===== config.mk =====
export PLATFORM = sky130hd
export DESIGN_NAME = gn2_weight
export DESIGN_NICKNAME = d
export VERILOG_FILES = /design/src/design/gn2_pkg.sv /design/src/design/gn2_weight.sv
export SDC_FILE = /design/constraint.sdc
export NUM_CORES = 1
export LEC_CHECK = 0
export ABC_CLOCK_PERIOD_IN_PS = 9730
export BUFFER_PORTS_ARGS = -buffer_cell sky130_fd_sc_hd__buf_2
export CORE_MARGIN = 5
export CORE_UTILIZATION = 60
export DETAILED_ROUTE_END_ITERATION = 8
export PLACE_DENSITY = 0.85
export SKIP_LAST_GASP = 1
export SLEW_MARGIN = 20
export SYNTH_ARGS = -nofsm -noshare
export SYNTH_HDL_FRONTEND = slang
export SYNTH_SLANG_ARGS = --single-unit
export TNS_END_PERCENT = 100

===== constraint.sdc =====
create_clock -name i_clk -period 9.73 [get_ports i_clk]
set_input_delay 0.973 -clock i_clk [delete_from_list [all_inputs] [get_ports i_clk]]
set_output_delay 0.973 -clock i_clk [all_outputs]
set_load 0.02 [all_outputs]

===== src/design/gn2_pkg.sv =====
// shared constants, types and a helper function for the gradient noise pipeline
package gn2_pkg;

    // hash multipliers
    localparam logic [31:0] HASH_K0 = 32'd3284157443;
    localparam logic [31:0] HASH_K1 = 32'd1911520717;
    localparam logic [31:0] HASH_K2 = 32'd2048419325;

    // quarter-wave sine polynomial, q14 / q15
    localparam logic [15:0] SIN_A    = 16'd21024;
    localparam logic [11:0] SIN_B    = 12'd2320;
    localparam logic [15:0] SIN_C    = 16'd51472;
    localparam logic [14:0] QTR_Z    = 15'd16384;
    localparam logic [16:0] SIN_MAX  = 17'd32767;
    localparam logic [15:0] TURN_QTR = 16'h4000;

    // smoothstep 3.0 in q16
    localparam logic [17:0] WT_THREE = 18'd196608;

    // corner dot product in q15, with headroom
    typedef logic signed [17:0] t_dot;
    // smoothstep weight in q16
    typedef logic [17:0] t_wt;

    function automatic logic [31:0] rotl16(input logic [31:0] v);
        return {v[15:0], v[31:16]};
    endfunction

endpackage


===== src/design/gn2_weight.sv =====
// smoothstep weight of a fraction, delayed to line up with the corner lanes
module gn2_weight import gn2_pkg::*; #(
    parameter int FRAC_BITS = 16
) (
    input  logic                 i_clk,
    input  logic                 i_en,
    input  logic [FRAC_BITS-1:0] i_frac,
    output t_wt                  o_wt
);

    // the square stage plus this delay match the eight-stage corner lanes
    localparam int DLY = 7;

    logic [15:0] w_w;
    logic [31:0] w_ww;
    logic [17:0] w_f;
    logic [33:0] w_p;

    logic [15:0] r_sq, r_w;
    t_wt         r_dly [DLY];

    generate
        if (FRAC_BITS >= 16) begin : g_trunc
            assign w_w = i_frac[FRAC_BITS-1 -: 16];
        end else begin : g_widen
            assign w_w = {i_frac, {(16 - FRAC_BITS){1'b0}}};
        end
    endgenerate

    assign w_ww = 32'(w_w) * 32'(w_w);
    assign w_f  = WT_THREE - {1'b0, r_w, 1'b0};
    assign w_p  = 34'(r_sq) * 34'(w_f);

    always_ff @(posedge i_clk) begin
        if (i_en) begin
            r_sq <= w_ww[31:16];
            r_w  <= w_w;
            r_dly[0] <= w_p[33:16];
            for (int k = 1; k < DLY; k++) begin
                r_dly[k] <= r_dly[k-1];
            end
        end
    end

    assign o_wt = r_dly[DLY-1];

endmodule


==> summary.md <==
| Metric | Value |
|---|---|
| R2R cell count | `26` |
| Overall routed net length | `46600 um` |
| Max-cap viol count | `0` |
| Nets@finish | `approximately 2600` |
| Core ar. | `34300 sq um` |
| Hold Crit Depth | `0` |
| DP HPWL | `35000 um` |
| Crit path max fanout | `16` |
| Slew margin rel. | `33.5%` |
| CTS root buf | `clkbuf_16` |
| Period utilization | `85.3%` |
| Register area share after synthesis | `between 20% and 30%` |
| Setup crit end kind | `flop` |
| Final cell count without fillers | `2452` |
| Warnings, synthesis | `0` |
| DR WL met3 | `4250 um` |
| Fraction of layout cells with a size suffix above 1 | `under 10%` |
| Final hold vios | `0` |
| RSZ-0062 raised after global routing | `false` |
| Fillers | `roughly 2500` |
| Uppermost layer routed | `met4` |
| CTS Buf Count | `17` |
| Drt pass-1 iters | `7` |
| Remaining DRCs | `2` |
| Fmax | `~120 MHz` |
| Hold_sp | `r_dly[2][13]$_DFFE_PP_` |
| Average wire per standard cell | `19.0 um` |
| Post-route clock skew | `between 0.015 and 0.02 ns` |
| Post-synthesis cell type count | `58` |
| Postcts setup bufs | `0` |
| Vias per cell | `5.70` |
| Initial antenna violation count | `0` |
| IO Pins | `36` |
| Gpl congestion | `~0.95` |
| Post-Synthesis Cells | `1979` |
| Vias in the first global route | `between 15000 and 20000` |
| Die ar. | `38200 sq um` |
| Crit path DAT | `8.48 ns` |
| Wl on met1 | `approximately 17000 um` |
| Worst Tran Pin Value | `between 0.9 and 1 ns` |
| Routed vias | `14000` |
| H-tree depth | `4` |
| Clock slew at reported path FFs | `0.07 ns` |
| DRT iter0 DRCs | `around 1100` |
| Largest net degree at the start of global routing | `86` |
| # port buffers | `35` |
| Clock tree buffer depth | `2` |
| Syn-to-layout area delta | `5.84%` |
| Cells after DPL | `2421` |
| Max-slew violation count | `0` |
| R2R Path Start | `r_w[4]$_DFFE_PP_` |
| GR Overflow Total | `0` |
| Worst reg-to-reg setup slack | `1.43 ns` |
| Crit path time final | `8.30 ns` |
| Clk_lat worst skew | `0.44 ns` |
| WS Path Type | `flop to flop` |
| CP Launch Type | `flop` |
| Post-synth top flop | `edfxtp_1` |
| Starting Density | `60.2%` |
| CTS tree | `yes` |
| Status | `finished with violations` |
| Worst r2r dst | `r_dly[0][14]$_DFFE_PP_` |
| Clock sink count | `158` |
| Hold-fix buffers, CTS | `0` |
| Tot GR Track Use | `approximately a quarter` |
| Failing checks | `design-rule violations` |
| Antenna-violating nets left | `0` |
| Mapped Avg Cell Area | `10.4 sq um` |
| Leading cell type in the layout, fill and taps excluded | `inv_1` |
| Post-cts resize count | `0` |
| # setup viols final | `0` |
| Most frequent cells in the layout | `inv_1, fa_1, nand2_1, ha_1, and2_1` |
| Yosys reg bits | `158` |
| HP Class | `flop to flop` |
| Number of antenna diodes | `0` |
| Worst EP required | `9.90 ns` |
| Synthesized Nets | `2570` |
| Number of synthesized flops with an enable pin | `158` |
| Fin Setup TNS | `0 ns` |
| Post-Syn Area | `20600 sq um` |
| Ys async rst share | `0%` |
| First-pass GRT wire length | `77100 um` |
| Die Span Y | `196 um` |
| # rows | `between 60 and 70` |
| Met2 wire len | `23600 um` |
| Hold EP | `r_dly[3][13]$_DFFE_PP_` |
| Die width | `196 um` |
==> synth_stat cells, types with 17 or more instances <==
library cell,n,area share (%)
xnor2_1,40,1.7
nand2_1,234,4.3
xor2_1,17,0.72
clkbuf_1,52,0.95
and2_1,164,5.0
edfxtp_1,158,23
inv_1,502,9.1
o21ai_0,24,0.58
ha_1,202,12
a21oi_1,40,0.97
nor2_1,40,0.73
fa_1,371,36
==> worst max-delay path, cell delays in order (launching register included) <==
cell and delay [ns]:
edfxtp_1 0.45, or4_4 0.58, nor2_4 0.12, nand2_1 0.21
or3_1 0.48, nor3_1 0.21, xnor2_1 0.16, buf_4 0.26
nand2_1 0.11, fa_1 0.54, fa_1 0.52, fa_1 0.53
inv_1 0.06, fa_1 0.49, fa_1 0.51, inv_1 0.07
fa_1 0.49, inv_1 0.05, ha_1 0.37, a21o_1 0.23
o21bai_1 0.16, a311oi_1 0.54, or2_2 0.29, o31a_1 0.22
o21ai_0 0.09, a21oi_1 0.22, xnor2_1 0.10
==> stage by stage <==
| stage | area [sq um] | util (%) | hold slack, ns | setup slack (ns) |
|---|---|---|---|---|
| 2_1_floorplan | 20600 | - | 0.400 | 2.53 |
| 3_3_place_gp | 21300 | 62.0 | 0.401 | 2.15 |
| 3_5_place_dp | 21300 | 62.0 | 0.405 | 1.83 |
| 4_1_cts | 21800 | 63.7 | 0.413 | 1.51 |
| 5_1_grt | 21900 | 63.7 | 0.422 | 1.04 |
| 6_report | 21900 | 63.7 | 0.410 | 1.43 |
==> state kept, by name, indices dropped and copies added, names as in the netlist <==
| signal | count |
|---|---|
| r_w | 16 |
| r_dly | 126 |
| r_sq | 16 |
==> area by class of cell <==
class	count	area, sq um	area share, %
Multi-Input combinational cell	1262	13800	63.3
Sequential cell	158	4740	21.7
Inverter	502	1880	8.62
Tap cell	455	569	2.61
Clock buffer	17	425	1.95
Timing Repair Buffer	44	249	1.14
Clock inverter	14	145	0.664
==> worst max path at each step <==
stage	from	end	slack (ns)	depth (start not counted)
floorplan	r_w[4]$_DFFE_PP_	r_dly[0][14]$_DFFE_PP_	2.53	26
global placement	r_w[4]$_DFFE_PP_	r_dly[0][16]$_DFFE_PP_	2.15	25
detailed placement	r_w[4]$_DFFE_PP_	r_dly[0][16]$_DFFE_PP_	1.83	26
CTS	r_w[4]$_DFFE_PP_	r_dly[0][14]$_DFFE_PP_	1.51	26
global route	r_w[4]$_DFFE_PP_	r_dly[0][14]$_DFFE_PP_	1.04	26
finish	r_w[4]$_DFFE_PP_	r_dly[0][14]$_DFFE_PP_	1.43	26
==> layer usage <==
layer,GRT usage (%),up-vias
met3,5.11,170
met5,0,-
met1,31.2,7018
li1,-,6042
met2,43.9,751
met4,10.2,0
==> cell families after synthesis <==
family	share of synthesized area, %
AO/OA/AOI/OAI	3.93
adder cells (fa/ha/maj)	48.2
multiplexers	0.0545
XOR/XNOR	2.50
buffers and inverters	10.2
flip-flops	23.0
AND/OR/NAND/NOR	12.1
Power is left out: the tool's default activity adds up to more than one toggle a clock period on the data nets, which glitch-free logic cannot reach.
