--- src/design/gn2_pkg.sv ---
// shared constants, types and a helper function for the gradient noise pipeline
package gn2_pkg;

    // hash multipliers
    localparam logic [31:0] HASH_K0 = 32'd3284157443;
    localparam logic [31:0] HASH_K1 = 32'd1911520717;
    localparam logic [31:0] HASH_K2 = 32'd2048419325;

    // quarter-wave sine polynomial, q14 / q15
    localparam logic [15:0] SIN_A    = 16'd21024;
    localparam logic [11:0] SIN_B    = 12'd2320;
    localparam logic [15:0] SIN_C    = 16'd51472;
    localparam logic [14:0] QTR_Z    = 15'd16384;
    localparam logic [16:0] SIN_MAX  = 17'd32767;
    localparam logic [15:0] TURN_QTR = 16'h4000;

    // smoothstep 3.0 in q16
    localparam logic [17:0] WT_THREE = 18'd196608;

    // corner dot product in q15, with headroom
    typedef logic signed [17:0] t_dot;
    // smoothstep weight in q16
    typedef logic [17:0] t_wt;

    function automatic logic [31:0] rotl16(input logic [31:0] v);
        return {v[15:0], v[31:16]};
    endfunction

endpackage

--- src/design/gn2_blend.sv ---
// bilinear smoothstep blend of the four corner values, four stages
module gn2_blend import gn2_pkg::*; (
    input  logic               i_clk,
    input  logic               i_en,
    input  t_dot               i_n00,
    input  t_dot               i_n10,
    input  t_dot               i_n01,
    input  t_dot               i_n11,
    input  t_wt                i_sx,
    input  t_wt                i_sy,
    output logic signed [15:0] o_noise
);

    logic signed [18:0] w_d0, w_d1;
    logic signed [20:0] w_e;
    logic signed [23:0] w_v;

    logic signed [37:0] r_m0, r_m1;
    t_dot               r_n00, r_n01;
    t_wt                r_sy1, r_sy2;
    logic signed [19:0] r_r0, r_r1, r_r0b;
    logic signed [39:0] r_m2;
    logic signed [15:0] r_out;

    assign w_d0 = 19'(i_n10) - 19'(i_n00);
    assign w_d1 = 19'(i_n11) - 19'(i_n01);
    assign w_e  = 21'(r_r1) - 21'(r_r0);
    assign w_v  = 24'(r_r0b) + 24'(r_m2 >>> 16);

    always_ff @(posedge i_clk) begin
        if (i_en) begin
            r_m0  <= 38'(w_d0) * 38'($signed({1'b0, i_sx}));
            r_m1  <= 38'(w_d1) * 38'($signed({1'b0, i_sx}));
            r_n00 <= i_n00;
            r_n01 <= i_n01;
            r_sy1 <= i_sy;

            r_r0  <= 20'(r_n00) + 20'(r_m0 >>> 16);
            r_r1  <= 20'(r_n01) + 20'(r_m1 >>> 16);
            r_sy2 <= r_sy1;

            r_m2  <= 40'(w_e) * 40'($signed({1'b0, r_sy2}));
            r_r0b <= r_r0;

            if (w_v > 24'sd32767) begin
                r_out <= 16'sh7fff;
            end else if (w_v < -24'sd32768) begin
                r_out <= 16'sh8000;
            end else begin
                r_out <= w_v[15:0];
            end
        end
    end

    assign o_noise = r_out;

endmodule

--- config.mk ---
export PLATFORM = sky130hd
export DESIGN_NAME = gn2_blend
export DESIGN_NICKNAME = d
export VERILOG_FILES = /design/src/design/gn2_pkg.sv /design/src/design/gn2_blend.sv
export SDC_FILE = /design/constraint.sdc
export NUM_CORES = 2
export LEC_CHECK = 0
export BUFFER_PORTS_ARGS = -buffer_cell sky130_fd_sc_hd__buf_2
export CORE_UTILIZATION = 55
export DETAILED_ROUTE_END_ITERATION = 16
export PLACE_DENSITY = 0.84
export RECOVER_POWER = 25
export SYNTH_ARGS = -nofsm -noshare
export SYNTH_HDL_FRONTEND = slang
export SYNTH_SLANG_ARGS = --single-unit
export TNS_END_PERCENT = 1
--- constraint.sdc ---
create_clock -name i_clk -period 8.4 [get_ports i_clk]
set_input_delay 0.42 -clock i_clk [delete_from_list [all_inputs] [get_ports i_clk]]
set_output_delay 0.42 -clock i_clk [all_outputs]
set_load 0.005 [all_outputs]
==> impl_results.md <==
* Syn avg cell area at 9.16 um^2
* Xor and xnor area share after synthesis at between 3 and 4%
* Post-Syn Area at about 53000 um^2
* Post-synth EDFFs at about 210
* Status: finished, violations left
* Adder-cell share of the synthesized area at between 40% and 50%
* Unique cell type count in the Yosys netlist at 82
* Slew at the pin with the worst max-slew slack at 3740 ps
* Crit path launch: r_r0[0]
* Minimum clock period at a little under 9000 ps
* Clk root buf: clkbuf_16
* Max_slew headroom at -149%
* CP arrival at just over 9000 ps
* CP Data Required Time at ~8700 ps
* CTS Buf Count at 25
* Drt pass-1 iters at 8
* Final Hold Violating Endpoints at 0
* Critical R2R Launch: r_r0[0]
* Final WL at roughly 150 mm
* Gpl congestion at between 0.9 and 1
* Standard-cell row count at around 110
* Longest Clk Path Bufs at 3
* Cells after synthesis at around 5.8k
* Later-pin clock latency in the skew report at 580 ps
* Compound-Gate Fraction of Synth Area at under 10%
* Async S/R FF share, synth at 0%
* Violated checks: max-capacitance violations, max-slew violations, negative setup slack
* Post-DR wirelength/cell at 19.3 um
* CP max stage cell: o2bb2ai_1
* Die Y-Extent at approximately 310 um
* Post-layout util at between 60% and 70%
* Initial antenna violation count at 6
* Simple-Gate Fraction of Synth Area at between 10% and 20%
* Vias at 42.3k
* Largest net degree at the start of global routing at 86
* Placed Cells incl. Taps at approximately 7.5k
* Vias in the first global route at ~45k
* DRC at 0
* Finished Layout Cells at between 7k and 8k
* Iter 0 DRT Violations at 3403
* First-pass GRT wire length at 232 mm
* Crit-path max FO at 6
* Initial core utilization at a little under three fifths
* Setup Skew at 25.7 ps
* Nets at approximately 7.8k
* FMAX at between 0.1 and 0.15 GHz
* Yosys warns at 0
* CP most frequent cell: buf_4
* Critical Path Max Stage Delay at about 600 ps
* Fin crit share at 106%
* Mux cell area share after synthesis at roughly 1.4%
* Fin. max-slew vios at between 50 and 60
* Sequential share of the synthesized area at around an eighth
* Core Area at between 90000 and 100000 um^2
* RSZ-0062 raised after global routing: true
* Main synth FF type: edfxtp_1
* Sink Count at ~210
* GRT Total Usage at 29.9%
* GRT Residual Overflow at 0
* Largest family of logic cells by synthesized area: adder cells
* Die width at 313 um
* Final setup violation count at 13
* Maximum Capacitance Violations at 1
* Port Buffer Count at between 100 and 150
* Kind of critical path: flip-flop to flip-flop
* Fillcell total at about 7.3k
* Dpl hpwl at 116 mm
* Hold Buf Count CTS at 0
* Critical Path Source Type: flip-flop
* Hold Crit Start: i_n00[10]
* Register bit total from synthesis at ~210
* Final ANT Viol Nets at 0
* Fin worst setup slack at -475 ps
* CTS tree: built
* Layout cell share with drive strength beyond 1 at a little over an eighth
* Setup TNS at -2760 ps
* Die area at between 90000 and 100000 um^2
* Hold WC Path Type: primary input to flip-flop
* Clock transition at path regs at about 70 ps
* I/O pins at 126
* # H-tree levels at 1
* Syn nets at approximately 7.4k
* Synth-to-layout area growth at 13.5%
* Setup crit end kind: flip-flop
* Vias/cell at approximately 5.6
## synth_stat cells, types with 8 or more instances
master | count | area [um^2]
nor3b_1 | 32 | 240
nor2_1 | 106 | 398
nor3_1 | 52 | 260
inv_1 | 1438 | 5400
a21o_1 | 56 | 420
edfxtp_1 | 212 | 6370
xor2_1 | 47 | 412
mux2i_1 | 45 | 450
xnor2_1 | 132 | 1160
or3_1 | 15 | 93.8
a211oi_1 | 29 | 218
o21bai_1 | 15 | 113
a21oi_1 | 103 | 515
fa_1 | 1047 | 21000
o21a_1 | 30 | 225
o311ai_0 | 22 | 193
a211o_1 | 9 | 78.8
clkbuf_1 | 247 | 927
o221ai_1 | 8 | 70.1
and3_1 | 55 | 344
nand4_1 | 11 | 68.8
o22ai_1 | 31 | 194
nand2_1 | 667 | 2500
o211ai_1 | 14 | 105
mux2_2 | 28 | 315
o21ai_0 | 74 | 370
a31oi_1 | 40 | 250
nor2b_1 | 76 | 475
and2_1 | 373 | 2330
nand3_1 | 112 | 561
buf_2 | 8 | 40.0
nand2b_1 | 109 | 682
ha_1 | 406 | 5080
nor4_1 | 15 | 93.8
o311a_1 | 13 | 130
## final timing paths
check | endpoint | slack [ps] | depth (start not counted)
worst min register to register | r_sy2[7] | 420 | 0
worst max-delay path | r_m2[36] | -480 | 36
worst min-delay path | r_n00[10] | 30 | 1
worst max register to register | r_m2[36] | -480 | 36
## layer usage
| layer | share of wire, % | GRT usage (%) | vias up |
|---|---|---|---|
| met5 | 0 | 0 | - |
| met4 | 6.0 | 15.8 | 0 |
| met3 | 7.6 | 4.14 | 543 |
| met2 | 49 | 51.4 | 1995 |
| met1 | 37 | 36.7 | 21200 |
| li1 | - | - | 18600 |
## registers in the layout (all words and copies together) (netlist names)
signal and flops:
r_r1 20, r_sy2 18, o_noise 16, r_r0 20, r_m2 24, r_n00 18, r_m1 20, r_m0 20
r_r0b 20, r_sy1 18, r_n01 18
## critical path: cells and delay by family, from the launching register on
family,cells,cell delay [ps]
AO/OA/AOI/OAI,11,2410
adder cells (fa/ha/maj),8,3280
buffers and inverters,13,1590
flip-flops,1,460
multiplexers,1,280
AND/OR/NAND/NOR,3,580
## cell type report
type / count / area, um^2 / area share [%]
clock buffer: 29 / 641 / 1.06
sequential: 212 / 6370 / 10.6
antenna: 3 / 7.51 / 0.0124
clock inverter: 17 / 196 / 0.326
multi-input combinational: 3889 / 41000 / 68.0
timing repair buffer: 687 / 5100 / 8.46
tap: 1265 / 1580 / 2.62
inverter: 1439 / 5400 / 8.95
## kinds of logic (layout without fill, tap and decap cells)
family | after synthesis | in the layout
AO/OA/AOI/OAI | 538 | 538
XOR/XNOR | 181 | 181
adder cells (fa/ha/maj) | 1454 | 1454
buffers and inverters | 1698 | 2172
flip-flops | 212 | 212
multiplexers | 73 | 73
other | 0 | 3
AND/OR/NAND/NOR | 1643 | 1643
## stage by stage
stage	setup WS (ps)	instance area, um^2	hold slack [ps]
3_5_place_dp	-699	58600	406
4_1_cts	-177	59800	8.63
6_report	-475	60300	27.3
2_1_floorplan	24.3	53200	400
3_3_place_gp	-511	58600	404
5_1_grt	-686	60300	15.7
## cells in the final DEF, fill, tap and decap left out, types with 11 or more instances in the layout
cell type | synthesis | final
nor2_1 | 106 | 103
a211oi_1 | 29 | 26
fa_2 | 0 | 15
buf_12 | 0 | 22
o211ai_1 | 14 | 14
o21ai_0 | 74 | 64
a21oi_1 | 103 | 86
nor2b_1 | 76 | 74
buf_4 | 0 | 528
o311a_1 | 13 | 13
clkbuf_16 | 0 | 26
o22ai_1 | 31 | 31
o311ai_0 | 22 | 18
nor3b_1 | 32 | 32
ha_1 | 406 | 402
nand2_1 | 667 | 667
mux2_2 | 28 | 28
xor2_1 | 47 | 43
buf_2 | 8 | 96
nor4_1 | 15 | 14
edfxtp_1 | 212 | 212
mux2i_1 | 45 | 37
and2_1 | 373 | 369
nand4_1 | 11 | 11
clkbuf_1 | 247 | 39
nor3_1 | 52 | 49
a21oi_2 | 2 | 14
and3_1 | 55 | 55
fa_1 | 1047 | 1032
a31oi_1 | 40 | 39
xnor2_1 | 132 | 125
a21o_1 | 56 | 55
o21a_1 | 30 | 29
o21bai_1 | 15 | 14
nand2b_1 | 109 | 107
inv_1 | 1438 | 1434
nand3_1 | 112 | 111
## repair_timing
item | CTS | global route
endpoints found under the setup margin | 22 | 43
buffers inserted | 25 | 11
gates cloned | 0 | 2
pin swaps | 33 | 49
resized for setup | 50 | 101
Power is left out: the tool's default activity adds up to more than one toggle a clock period on the data nets, which glitch-free logic cannot reach.
